[src/hdl/ffca_ram.sv]
// Generic single-port-write, single-port-read RAM with registered read data.
// No dependencies.
module ffca_ram #(
  parameter int Width = 8,
  parameter int Depth = 16
) (
  input  logic                     clk_i,
  input  logic                     we_i,
  input  logic [$clog2(Depth)-1:0] waddr_i,
  input  logic [Width-1:0]         wdata_i,
  input  logic [$clog2(Depth)-1:0] raddr_i,
  output logic [Width-1:0]         rdata_o
);

  logic [Width-1:0] mem_q [Depth];

  // Write port and registered read port.
  always_ff @(posedge clk_i) begin
    if (we_i) begin
      mem_q[waddr_i] <= wdata_i;
    end
    rdata_o <= mem_q[raddr_i];
  end

endmodule

[config.mk]
export PLATFORM = sky130hd
export DESIGN_NAME = ffca_ram
export DESIGN_NICKNAME = d
export VERILOG_FILES = /design/src/hdl/ffca_ram.sv
export SDC_FILE = /design/constraint.sdc
export NUM_CORES = 1
export LEC_CHECK = 0
export ABC_CLOCK_PERIOD_IN_PS = 2500
export BUFFER_PORTS_ARGS = -buffer_cell sky130_fd_sc_hd__buf_2
export CAP_MARGIN = 10
export CORE_ASPECT_RATIO = 2
export CORE_UTILIZATION = 45
export CTS_CLUSTER_SIZE = 30
export DETAILED_ROUTE_END_ITERATION = 12
export PLACE_DENSITY = 0.65
export REMOVE_ABC_BUFFERS = 1
export SYNTH_ARGS = -nofsm -noshare
export SYNTH_HDL_FRONTEND = slang
export SYNTH_SLANG_ARGS = --single-unit
export TNS_END_PERCENT = 50
[constraint.sdc]
create_clock -name clk_i -period 2.5 [get_ports clk_i]
set_input_delay 0.5 -clock clk_i [delete_from_list [all_inputs] [get_ports clk_i]]
set_output_delay 0.5 -clock clk_i [all_outputs]
set_load 0.1 [all_outputs]
; After elaboration in Yosys (flattened, before gate mapping)
; Memory sizes are Yosys's and may differ from the RTL's. A register that Yosys moved wholly into a read port is not among the register bits.
; Index checks and enable logic that the tools add are counted.
; W data, S select, Z words.
[word_totals]
reg_bits = 0
latchBits = 0
ram_bits = 128
romBits = 0
output_inout_bits = 8
memories = 1
[op_classes]
add_sub_neg = 0
multipliers = 0
div_mod_pow = 0
order_cmp = 0
n_eq_ne = 0
n_shift = 0
mux = 2
bitwise_logic = 0
n_reduce_logical = 0
[memory_table]
columns = name, words, word_bits, rd, rd_ports_with_merged_regs, write_ports, line_no
row1 = mem_q, 16, 8, 1, 1, 1, 15  ; logic [Width-1:0] mem_q [Depth];
[op_table]
columns = operator, n
row1 = $mux W1, 2

; Depth between registers and ports, before layout
; Gate-level depths: netlist of the first run.
[depth]
word_depth = 2
depth_mapped = 5
depth_no_buf = 3

; Least setup slack after synthesis of the first run
; OpenSTA, ideal clock, no wires.
[synth_timing]
path_kind = input to register
from = input port waddr_i[2]
to = memory mem_q[0][0], enable pin
setup_ps = 383
arrival_ps = 1610
required_ps = 2117
path_slack_ps = 507
path_stages = 2
n_path_buf = 0
path_cell_list = or3b_2 nor3_1
[synth_rtl]
columns = element, line_no
row1 = start: declaration, 9  ; input logic [$clog2(Depth)-1:0] waddr_i,
row2 = end: declaration, 15
; Straight into the memory's write port.

; Worst setup path after layout of the first run
[layout_timing]
from = register rdata_o[0] (read register of mem_q)
to = output port rdata_o[0]
[layout_rtl]
columns = element, line_no
row1 = start: declaration, 12  ; output logic [Width-1:0] rdata_o
; No word-level cell between the ends.

==> results of run 1 <==
[metal layers]
| layer | track usage [%] | share of wire (%) | vias up |
|---|---|---|---|
| li1 | - | - | 1081 |
| met1 | 20.7 | 38 | 1280 |
| met2 | 32.2 | 56 | 71 |
| met3 | 3.94 | 3.6 | 13 |
| met4 | 9.07 | 2.4 | 0 |
| met5 | 0 | 0 | - |
[cell type report]
type | count | area share [%]
Clock buffer | 17 | 6.86
Multi-Input combinational cell | 83 | 17.1
Clock inverter | 14 | 3.71
Sequential cell | 136 | 64.6
Timing Repair Buffer | 46 | 4.96
Tap cell | 140 | 2.83
[cells in the mapped netlist]
master and instances:
nor3_1 4, nand3_1 1, dfxtp_1 8, nand3b_1 2
buf_6 3, edfxtp_1 128, buf_2 3, mux4_2 18
nor2b_1 1, nor2_1 13, buf_4 1, nand2_1 9
and2b_1 1, a22oi_1 16, clkdlybuf4s25_2 3, nand2b_1 2
or3b_2 1, and2_1 1, mux4_1 14
[power by group through the flow]
stage	clock [mW]	sequential, mW	combinational, mW
after floorplan	0	2.72	0.102
after global placement	0	2.61	0.339
after detailed placement	0	2.61	0.345
after CTS	2.77	2.57	0.346
after global routing	2.86	2.57	0.360
final	2.74	2.57	0.341
[state kept, by name (all words and copies together), names as in the netlist]
signal   flops
mem_q      128
rdata_o      8
[path summary, 6_finish.rpt]
check / end / slack (ps) / cells past startpoint
worst max-delay path: rdata_o[0] / 790 / 1
worst min-delay path: mem_q[12][4] / 480 / 1
worst max register to register: rdata_o[7] / 1160 / 3
worst min register to register: rdata_o[0] / 670 / 3
[logic make-up (layout without fill, tap and decap cells)]
group | Yosys count | after routing | share of synthesized area (%)
AND/OR/NAND/NOR | 35 | 35 | 3.18
buffers and inverters | 10 | 77 | 1.68
AO/OA/AOI/OAI | 16 | 16 | 2.33
flip-flops | 136 | 136 | 77.8
multiplexers | 32 | 32 | 15.0
[per-stage QoR]
stage	std cells	util [%]	worst slack, ps
floorplan	219	-	507
global placement	405	50.3	586
detailed placement	405	50.3	566
CTS	436	56.3	764
global route	436	56.3	766
finish	436	56.3	792
==> reports/summary.txt, run 1 <==
========================================================================================
Post-route clock period utilization .......................................        68.3%
Area share of the leading cell type in the synthesized netlist ............        74.7%
Slowest library cell on the worst path ....................................        buf_2
Number of gates resized after CTS .........................................            0
Slew margin rel. ..........................................................        46.1%
Share of final-layout standard cells stronger than drive strength 1 .......        32.1%
Source-to-sink clock delay at the later pin of the worst-skew pair ........       400 ps
Power share of the sequential group .......................................        45.4%
Number of storage elements in the synthesis netlist .......................          136
Number of levels the H-tree was split into ................................            4
Min Hold Slack ............................................................       477 ps
Total die area ............................................................    11900 um2
Actual slew at the worst max-slew pin .....................................       806 ps
Most common library cell in the layout ignoring fill and taps .............     edfxtp_1
Final Max Slew Viols ......................................................            0
Floorplan row count .......................................................           54
Final antenna-violating net count .........................................            0
Routed Wire Length ........................................................      9920 um
Final hold violation count ................................................            0
Detailed-route via count ..................................................         2445
Crit. Startpoint ..........................................................   rdata_o[0]
First-pass GRT wire length ................................................     15100 um
Syn Inst Count ............................................................          229
Clock buffer count from CTS ...............................................           17
Arrival time at the worst endpoint ........................................      1210 ps
Placed cell area ..........................................................     5540 um2
Sequential share of the synthesized area ..................................        77.8%
Internal power contribution ...............................................      4.51 mW
Worst-path cell chain .....................................................        buf_2
Synth area leader .........................................................     edfxtp_1
Iteration count of the initial detailed-routing pass ......................            4
Switching share of power ..................................................        20.2%
Max Fanout on Critical Path ...............................................            1
Min-Delay Startpoint ......................................................   wdata_i[4]
Starting Density ..........................................................        46.7%
Unique cell type count in the Yosys netlist ...............................           19
Number of antenna violations at the first check in global routing .........            0
Clock-pin slew on the worst setup and hold paths ..........................        60 ps
Post-layout power .........................................................      5.65 mW
Category of the worst setup path launch point .............................     register
Relative contribution of the clock network to total power .................        48.5%
Max Clock Freq ............................................................      585 MHz
Number of global-route vias before repair .................................         2536
Chip Width ................................................................      77.6 um
Status .................................................................... finished, final reports clean
Aggregate negative setup slack ............................................         0 ps
Post-cts hold buffer count ................................................            0
Combinational group share of total power ..................................         6.0%
Final period demand of the worst path .....................................      1710 ps
Number of buffers added on ports ..........................................           25
Pin count of the biggest net entering global routing ......................           33
Type of the tightest min-delay check ......................................    in -> reg
Num Clock Sinks ...........................................................          136
1st-iter DRT viols ........................................................          147
Post-synthesis cell area ..................................................     5150 um2
I/O pin count .............................................................           26
Largest vdd supply drop ...................................................   0.000495 V
Count of maximum capacitance violations ...................................            0
Source of the worst register-to-register timing path ......................  mem_q[3][7]
Cells taking the most area after synthesis ................................ edfxtp_1 75%, mux4_2 7.9%, mux4_1 7.1%
Switch Pwr ................................................................      1.14 mW
CTS tree ..................................................................        built
Placeable core region .....................................................    11000 um2
Mean cell area of the mapped netlist ......................................     22.5 um2
Leading cell types in the layout, fill and taps excluded .................. 128 x edfxtp_1, 25 x buf_2, 19 x buf_4, 18 x mux4_2, 17 x clkbuf_16
Total buffers and inverters traversed by the critical path ................            1
Final setup skew ..........................................................      5.92 ps
Antenna cells .............................................................            0
Clk buf depth .............................................................            2
Combined area of the multi-input logic cells ..............................     1060 um2
Placer's final routability congestion estimate ............................        0.721
Leakage power figure ......................................................      2.13 nW
Die Y-Extent ..............................................................       153 um
Count of synthesis-stage warnings from yosys ..............................            0
Area growth from synthesis to layout ......................................        20.4%
Count of nets after finishing .............................................          302
Setup repair after global routing missed its margin .......................        false
Count of unresolved DRC violations after routing ..........................            0
Sequential cell area ......................................................     4000 um2
Gr usage total ............................................................        18.3%
Count of fill cells added during filler insertion .........................          809
Type of destination of the critical path ..................................   output pin
Number of endpoints failing setup at the final stage ......................            0
Critical path required time ...............................................      2000 ps
Total grt overflow ........................................................            0
Area of all placed cells without fillers ..................................     6200 um2
Delay-heaviest family, CP ................................................. buffers and inverters
Total half-perimeter wirelength after legalization and detailed placement .      6510 um
Average wire per cell in the routed design ................................      22.8 um
Pwr dens ..................................................................   911 nW/um2
Via density ...............................................................         5.61
Number of buffers inserted by post-CTS setup repair .......................            0
Worst path max stage delay ................................................       440 ps
Clock tree root buffer cell ...............................................    clkbuf_16
Kind of critical path .....................................................   reg -> out
========================================================================================
Note: power is estimated with default switching activity, not from simulation.
==> run 2, diff against run 1 <==
--- a/config.mk
+++ b/config.mk
@@ -5,14 +5,14 @@
 export SDC_FILE = /design/constraint.sdc
 export NUM_CORES = 1
 export LEC_CHECK = 0
-export ABC_CLOCK_PERIOD_IN_PS = 2500
+export ABC_CLOCK_PERIOD_IN_PS = 1490
 export BUFFER_PORTS_ARGS = -buffer_cell sky130_fd_sc_hd__buf_2
 export CAP_MARGIN = 10
 export CORE_ASPECT_RATIO = 2
 export CORE_UTILIZATION = 45
 export CTS_CLUSTER_SIZE = 30
 export DETAILED_ROUTE_END_ITERATION = 12
-export PLACE_DENSITY = 0.65
+export PLACE_DENSITY = 0.67
 export REMOVE_ABC_BUFFERS = 1
 export SYNTH_ARGS = -nofsm -noshare
 export SYNTH_HDL_FRONTEND = slang
==> constraint.sdc (replaced) <==
create_clock -name clk_i -period 1.49 [get_ports clk_i]
set_input_delay 0.298 -clock clk_i [delete_from_list [all_inputs] [get_ports clk_i]]
set_output_delay 0.298 -clock clk_i [all_outputs]
set_load 0.1 [all_outputs]
==> reports/summary.txt, run 2 (synthesis gave the netlist of run 1 again) <==
========================================================================================
Final setup skew ..........................................................      7.43 ps   was 5.92 ps
Final Max Slew Viols ......................................................            0   unchanged
Via density ...............................................................         5.63   was 5.61
Count of placed standard cells including taps .............................          416   was 405
Share of final-layout standard cells stronger than drive strength 1 .......        33.3%   was 32.1%
Worst path max stage delay ................................................       430 ps   was 440 ps
Pin count of the biggest net entering global routing ......................           33   unchanged
Combinational group share of total power ..................................         6.8%   was 6.0%
Type of the tightest min-delay check ......................................    in -> reg   unchanged
Pwr dens ..................................................................  1420 nW/um2   was 911 nW/um2
I/O pin count .............................................................           26   unchanged
Max Fanout on Critical Path ...............................................            1   unchanged
Detailed-route via count ..................................................         2511   was 2445
Antenna cells .............................................................            0   unchanged
Count of unresolved DRC violations after routing ..........................            0   unchanged
Total buffers and inverters traversed by the critical path ................            1   unchanged
Most common library cell in the layout ignoring fill and taps .............     edfxtp_1   unchanged
Type of destination of the critical path ..................................   output pin   unchanged
Final period demand of the worst path .....................................      1470 ps
Final antenna-violating net count .........................................            0   unchanged
Largest vdd supply drop ...................................................   0.000931 V   was 0.000495 V
Number of endpoints failing setup at the final stage ......................            0   unchanged
Critical path required time ...............................................      1190 ps   was 2000 ps
Leading cell types in the layout, fill and taps excluded .................. 128 x edfxtp_1, 32 x buf_4, 23 x buf_2, 18 x mux4_2, 17 x clkbuf_16   was 128 x edfxtp_1, 25 x buf_2, 19 x buf_4, 18 x mux4_2, 17 x clkbuf_16
Category of the worst setup path launch point .............................     register   unchanged
Worst-path cell chain .....................................................        buf_2   unchanged
Count of maximum capacitance violations ...................................            0   unchanged
Cell depth of the worst setup path ........................................            1   unchanged
Gr usage total ............................................................        18.9%   was 18.3%
Regs by FF count .......................................................... mem_q: 128 flops, rdata_o: 8 flops   unchanged
Relative contribution of the clock network to total power .................        44.1%   was 48.5%
Chip Width ................................................................      77.6 um   unchanged
Post-layout power .........................................................      8.77 mW   was 5.65 mW
Total grt overflow ........................................................            0   unchanged
Kind of critical path .....................................................   reg -> out   unchanged
Non-filler cells, final ...................................................          446   was 436
Setup Slack @ Placement ...................................................      -320 ps   was 566 ps
Total half-perimeter wirelength after legalization and detailed placement .      6800 um   was 6510 um
Reg2reg path depth ........................................................            3   unchanged
Slew margin rel. ..........................................................        54.2%   was 46.1%
Number of levels the H-tree was split into ................................            4   unchanged
Placeable core region .....................................................    11000 um2   unchanged
Delay-heaviest family, CP ................................................. buffers and inverters   unchanged
Switching share of power ..................................................        21.5%   was 20.2%
Num Clock Sinks ...........................................................          136   unchanged
Post-route worst setup slack ..............................................      23.3 ps   was 792 ps
Max Clock Freq ............................................................      682 MHz
Die Y-Extent ..............................................................       153 um   unchanged
Number of buffers added on ports ..........................................           25   unchanged
Source-to-sink clock delay at the later pin of the worst-skew pair ........       410 ps   was 400 ps
Setup repair after global routing missed its margin .......................        false   unchanged
Count of nets after finishing .............................................          313   was 302
Number of global-route vias before repair .................................         2702   was 2536
Actual slew at the worst max-slew pin .....................................       681 ps   was 806 ps
Number of buffers inserted by post-CTS setup repair .......................            0   unchanged
First-pass GRT wire length ................................................     15400 um   was 15100 um
Clock tree root buffer cell ...............................................    clkbuf_16   unchanged
Floorplan row count .......................................................           54   unchanged
Starting Density ..........................................................        46.7%   unchanged
Post-route clock period utilization .......................................        98.4%
Switch Pwr ................................................................      1.88 mW   was 1.14 mW
Internal power contribution ...............................................      6.89 mW   was 4.51 mW
Leakage power figure ......................................................      2.13 nW   about the same
Total die area ............................................................    11900 um2   unchanged
Routed Wire Length ........................................................     10100 um   was 9920 um
Arrival time at the worst endpoint ........................................      1170 ps   was 1210 ps
Number of antenna violations at the first check in global routing .........            0   unchanged
Clock buffer count from CTS ...............................................           17   unchanged
Average wire per cell in the routed design ................................      22.7 um   was 22.8 um
1st-iter DRT viols ........................................................          227   was 147
Flip-flop count of the largest register after layout ......................          128   unchanged
Placer's final routability congestion estimate ............................        0.810   was 0.721
Slowest library cell on the worst path ....................................        buf_2   unchanged
Final hold violation count ................................................            0   unchanged
Area growth from synthesis to layout ......................................        20.0%   was 20.4%
Clock-pin slew on the worst setup and hold paths ..........................        60 ps   about the same
Min Hold Slack ............................................................       282 ps   was 477 ps
Power share of the sequential group .......................................        49.1%   was 45.4%
Status .................................................................... finished, final reports clean   unchanged
Iteration count of the initial detailed-routing pass ......................            4   unchanged
CTS tree ..................................................................        built   unchanged
Cell depth of the worst hold path .........................................            1   unchanged
Aggregate negative setup slack ............................................         0 ps   unchanged
Largest register by flop count ............................................        mem_q   unchanged
Clk buf depth .............................................................            2   unchanged
========================================================================================
## run 2: path summary, 6_finish.rpt
path                    start           end  slack, ps
setup / recovery   rdata_o[3]    rdata_o[3]         20
setup reg to reg  mem_q[5][2]    rdata_o[2]        140
hold reg to reg   mem_q[7][1]    rdata_o[1]        670
hold / removal     wdata_i[4]  mem_q[11][4]        280
## run 2: area by class of cell
cell class	count	area [um2]
timing repair buffer	57	395
multi-input combinational	83	1060
tap	140	175
sequential	136	4000
clock inverter	10	106
clock buffer	20	437
fill	798	4840
## run 2: power groups by stage
stage	logic (mW)	clock network (mW)	registers (mW)
after floorplan	0.171	0	4.56
after global placement	0.587	0	4.38
after detailed placement	0.597	0	4.39
after CTS	0.604	3.90	4.31
after global routing	0.632	4.07	4.31
final	0.597	3.87	4.31
## run 2: per-stage QoR
stage / util, % / area [um2]
after detailed placement: 51.1 / 5630
after global routing: 56.1 / 6170
after floorplan: - / 5060
after CTS: 56.1 / 6170
after global placement: 51.1 / 5630
final: 56.1 / 6170
## run 2: layer usage
metal,routed length [um],share of wire (%),vias up,global-route usage (%)
li1,-,-,1100,-
met1,3790,37,1307,21.0
met2,5690,56,82,32.8
met3,315,3.1,22,4.24
met4,341,3.4,0,10.9
met5,0,0,-,0
## run 2: repair_timing
action / in CTS / in global routing
setup endpoints to repair: 2 / 0
hold buffers: 0 / 0
gates resized for setup: 2 / 0
==> run 3, diff against run 2 <==
--- a/config.mk
+++ b/config.mk
@@ -5,10 +5,12 @@
 export SDC_FILE = /design/constraint.sdc
 export NUM_CORES = 1
 export LEC_CHECK = 0
+export ABC_AREA = 1
 export ABC_CLOCK_PERIOD_IN_PS = 1490
 export BUFFER_PORTS_ARGS = -buffer_cell sky130_fd_sc_hd__buf_2
 export CAP_MARGIN = 10
 export CORE_ASPECT_RATIO = 2
+export CORE_MARGIN = 4
 export CORE_UTILIZATION = 45
 export CTS_CLUSTER_SIZE = 30
 export DETAILED_ROUTE_END_ITERATION = 12
==> reports/summary.txt, run 3 <==
========================================================================================
Status .................................................................... finished, final reports clean   unchanged
Setup Slack @ Placement ...................................................       115 ps   was -320 ps
Post-synthesis cell area ..................................................     5770 um2   was 5150 um2
Final setup skew ..........................................................      7.04 ps   was 7.43 ps
Non-filler cells, final ...................................................          761   was 446
Min Hold Slack ............................................................       264 ps   was 282 ps
Placed cell area ..........................................................     6170 um2   was 5630 um2
Count of unresolved DRC violations after routing ..........................            0   unchanged
Total half-perimeter wirelength after legalization and detailed placement .      8210 um   was 6800 um
Most used flip-flop cell after synthesis ..................................     edfxtp_1   unchanged
Max Fanout on Critical Path ...............................................            1   unchanged
Via density ...............................................................         5.05   was 5.63
Type of destination of the critical path ..................................   output pin   unchanged
Clock buffer count from CTS ...............................................           17   unchanged
Count of maximum capacitance violations ...................................            0   unchanged
Largest register by flop count ............................................        mem_q   unchanged
CTS tree ..................................................................        built   unchanged
Area share of the leading cell type in the synthesized netlist ............        66.7%   was 74.7%
Total buffers and inverters traversed by the critical path ................            1   unchanged
Gr usage total ............................................................        18.5%   was 18.9%
Unique cell type count in the Yosys netlist ...............................           12   was 19
Most common cell in the netlist ...........................................      nand2_1   was edfxtp_1
Number of storage elements in the synthesis netlist .......................          136   unchanged
Worst path max stage delay ................................................       420 ps   was 430 ps
Relative contribution of the clock network to total power .................        47.1%   was 44.1%
Placeable core region .....................................................    12600 um2   was 11000 um2
Number of endpoints failing setup at the final stage ......................            0   unchanged
Final antenna-violating net count .........................................            0   unchanged
Placer's final routability congestion estimate ............................        0.836   was 0.810
Final core utilization ....................................................        54.2%   was 56.1%
Setup repair after global routing missed its margin .......................        false   unchanged
Final period demand of the worst path .....................................      1440 ps   was 1470 ps
Chip Width ................................................................      88.0 um   was 77.6 um
Combined area of the multi-input logic cells ..............................     1210 um2   was 1060 um2
Final Max Slew Viols ......................................................            0   unchanged
Cells taking the most area after synthesis ................................ edfxtp_1 67%, nand2_1 11%, nand3_1 8.4%   was edfxtp_1 75%, mux4_2 7.9%, mux4_1 7.1%
Critical path required time ...............................................      1190 ps   about the same
Total grt overflow ........................................................            0   unchanged
First-pass GRT wire length ................................................     19900 um   was 15400 um
Post-route worst setup slack ..............................................      47.1 ps   was 23.3 ps
Max Clock Freq ............................................................      693 MHz   was 682 MHz
Slew margin rel. ..........................................................        67.3%   was 54.2%
Share of final-layout standard cells stronger than drive strength 1 .......        13.7%   was 33.3%
Count of fill cells added during filler insertion .........................         1061   was 798
Flip-flop count of the largest register after layout ......................          128   unchanged
Clk buf depth .............................................................            2   unchanged
Area growth from synthesis to layout ......................................        18.1%   was 20.0%
Area of all placed cells without fillers ..................................     6810 um2   was 6170 um2
Regs by FF count .......................................................... mem_q: 128 flops, rdata_o: 8 flops   unchanged
Total die area ............................................................    14800 um2   was 11900 um2
Synth area leader .........................................................     edfxtp_1   unchanged
Worst-path cell chain .....................................................        buf_2   unchanged
Internal power contribution ...............................................      7.39 mW   was 6.89 mW
Mean cell area of the mapped netlist ......................................     10.5 um2   was 22.5 um2
Antenna cells .............................................................            0   unchanged
Source-to-sink clock delay at the later pin of the worst-skew pair ........       410 ps   about the same
Sequential cell area ......................................................     4000 um2   unchanged
Aggregate negative setup slack ............................................         0 ps   unchanged
Final hold violation count ................................................            0   unchanged
Pwr dens ..................................................................  1390 nW/um2   was 1420 nW/um2
Leakage power figure ......................................................      2.99 nW   was 2.13 nW
Delay-heaviest family, CP ................................................. buffers and inverters   unchanged
Sequential share of the synthesized area ..................................        69.4%   was 77.8%
Routed Wire Length ........................................................     12600 um   was 10100 um
Count of nets after finishing .............................................          617   was 313
Largest vdd supply drop ...................................................   0.000915 V   was 0.000931 V
Slowest library cell on the worst path ....................................        buf_2   unchanged
I/O pin count .............................................................           26   unchanged
Num Clock Sinks ...........................................................          136   unchanged
Syn Inst Count ............................................................          551   was 229
Number of global-route vias before repair .................................         3843   was 2702
Iteration count of the initial detailed-routing pass ......................            5   was 4
Post-route clock period utilization .......................................        96.8%   was 98.4%
Power share of the sequential group .......................................        45.5%   was 49.1%
Detailed-route via count ..................................................         3844   was 2511
Average wire per cell in the routed design ................................      16.6 um   was 22.7 um
Floorplan row count .......................................................           58   was 54
Die Y-Extent ..............................................................       168 um   was 153 um
Most common library cell in the layout ignoring fill and taps .............      nand2_1   was edfxtp_1
Combinational group share of total power ..................................         7.5%   was 6.8%
Clock tree root buffer cell ...............................................    clkbuf_16   unchanged
Actual slew at the worst max-slew pin .....................................       494 ps   was 681 ps
Type of the tightest min-delay check ......................................    in -> reg   unchanged
Asr flop ratio synth ......................................................           0%   unchanged
Number of buffers added on ports ..........................................           25   unchanged
Starting Density ..........................................................        45.9%   was 46.7%
Top post-synthesis cells by count ......................................... 173 x nand2_1, 128 x edfxtp_1, 100 x inv_1   was 128 x edfxtp_1, 18 x mux4_2, 16 x a22oi_1
Number of antenna violations at the first check in global routing .........            0   unchanged
Pin count of the biggest net entering global routing ......................           48   was 33
Kind of critical path .....................................................   reg -> out   unchanged
Post-layout power .........................................................      9.46 mW   was 8.77 mW
1st-iter DRT viols ........................................................          244   was 227
Count of synthesis-stage warnings from yosys ..............................            0   unchanged
Clock-pin slew on the worst setup and hold paths ..........................        50 ps   was 60 ps
Leading cell types in the layout, fill and taps excluded .................. 173 x nand2_1, 128 x edfxtp_1, 100 x inv_1, 97 x nand3_1, 25 x buf_4   was 128 x edfxtp_1, 32 x buf_4, 23 x buf_2, 18 x mux4_2, 17 x clkbuf_16
Number of enable flip-flop cells after synthesis ..........................          128   unchanged
Switching share of power ..................................................        21.9%   was 21.5%
Category of the worst setup path launch point .............................     register   unchanged
Switch Pwr ................................................................      2.07 mW   was 1.88 mW
Count of placed standard cells including taps .............................          730   was 416
Arrival time at the worst endpoint ........................................      1140 ps   was 1170 ps
Number of levels the H-tree was split into ................................            4   unchanged
========================================================================================
==> run 3: layer usage <==
| metal | vias up | global-route usage (%) | routed length (um) |
|---|---|---|---|
| met5 | - | 0 | 0 |
| met4 | 0 | 9.21 | 463 |
| met3 | 38 | 4.90 | 570 |
| met2 | 107 | 31.6 | 6890 |
| met1 | 1829 | 20.9 | 4690 |
| li1 | 1870 | - | - |
==> run 3: final cells by class <==
| class | instances | area share, % |
|---|---|---|
| inverters | 102 | 5.62 |
| repair buffers | 53 | 5.73 |
| multi-input cells | 289 | 17.8 |
| flip-flops and latches | 136 | 58.8 |
| clock buffers | 17 | 6.25 |
| clock inverters | 14 | 3.01 |
| well taps | 150 | 2.76 |
==> run 3: final timing paths <==
check,slack (ps),end,from,cells past startpoint
max,50,rdata_o[6],rdata_o[6],1
min reg2reg,660,rdata_o[2],mem_q[12][2],6
max reg2reg,510,rdata_o[3],mem_q[7][3],6
min,260,rdata_o[6],raddr_i[3],3
==> run 3: power by group through the flow <==
stage,Sequential (mW),Clock (mW),Combinational (mW)
2_1_floorplan,4.56,0,0.231
3_3_place_gp,4.38,0,0.692
3_5_place_dp,4.38,0,0.704
4_1_cts,4.30,4.51,0.710
5_1_grt,4.31,4.65,0.772
6_report,4.30,4.45,0.706
==> run 3: repair_timing <==
action | in CTS | in global routing
hold buffers | 0 | 0
setup buffers | 0 | 0
resized for setup | 1 | 1
endpoints found under the hold margin | 0 | 0
endpoints found under the setup margin | 1 | 1
==> run 3: kinds of logic (layout without fill, tap and decap cells) <==
family                 Yosys count  in the layout  share of synthesized area, %
buffers and inverters          126            186                          9.52
flip-flops                     136            136                          69.4
AND/OR/NAND/NOR                289            289                          21.0
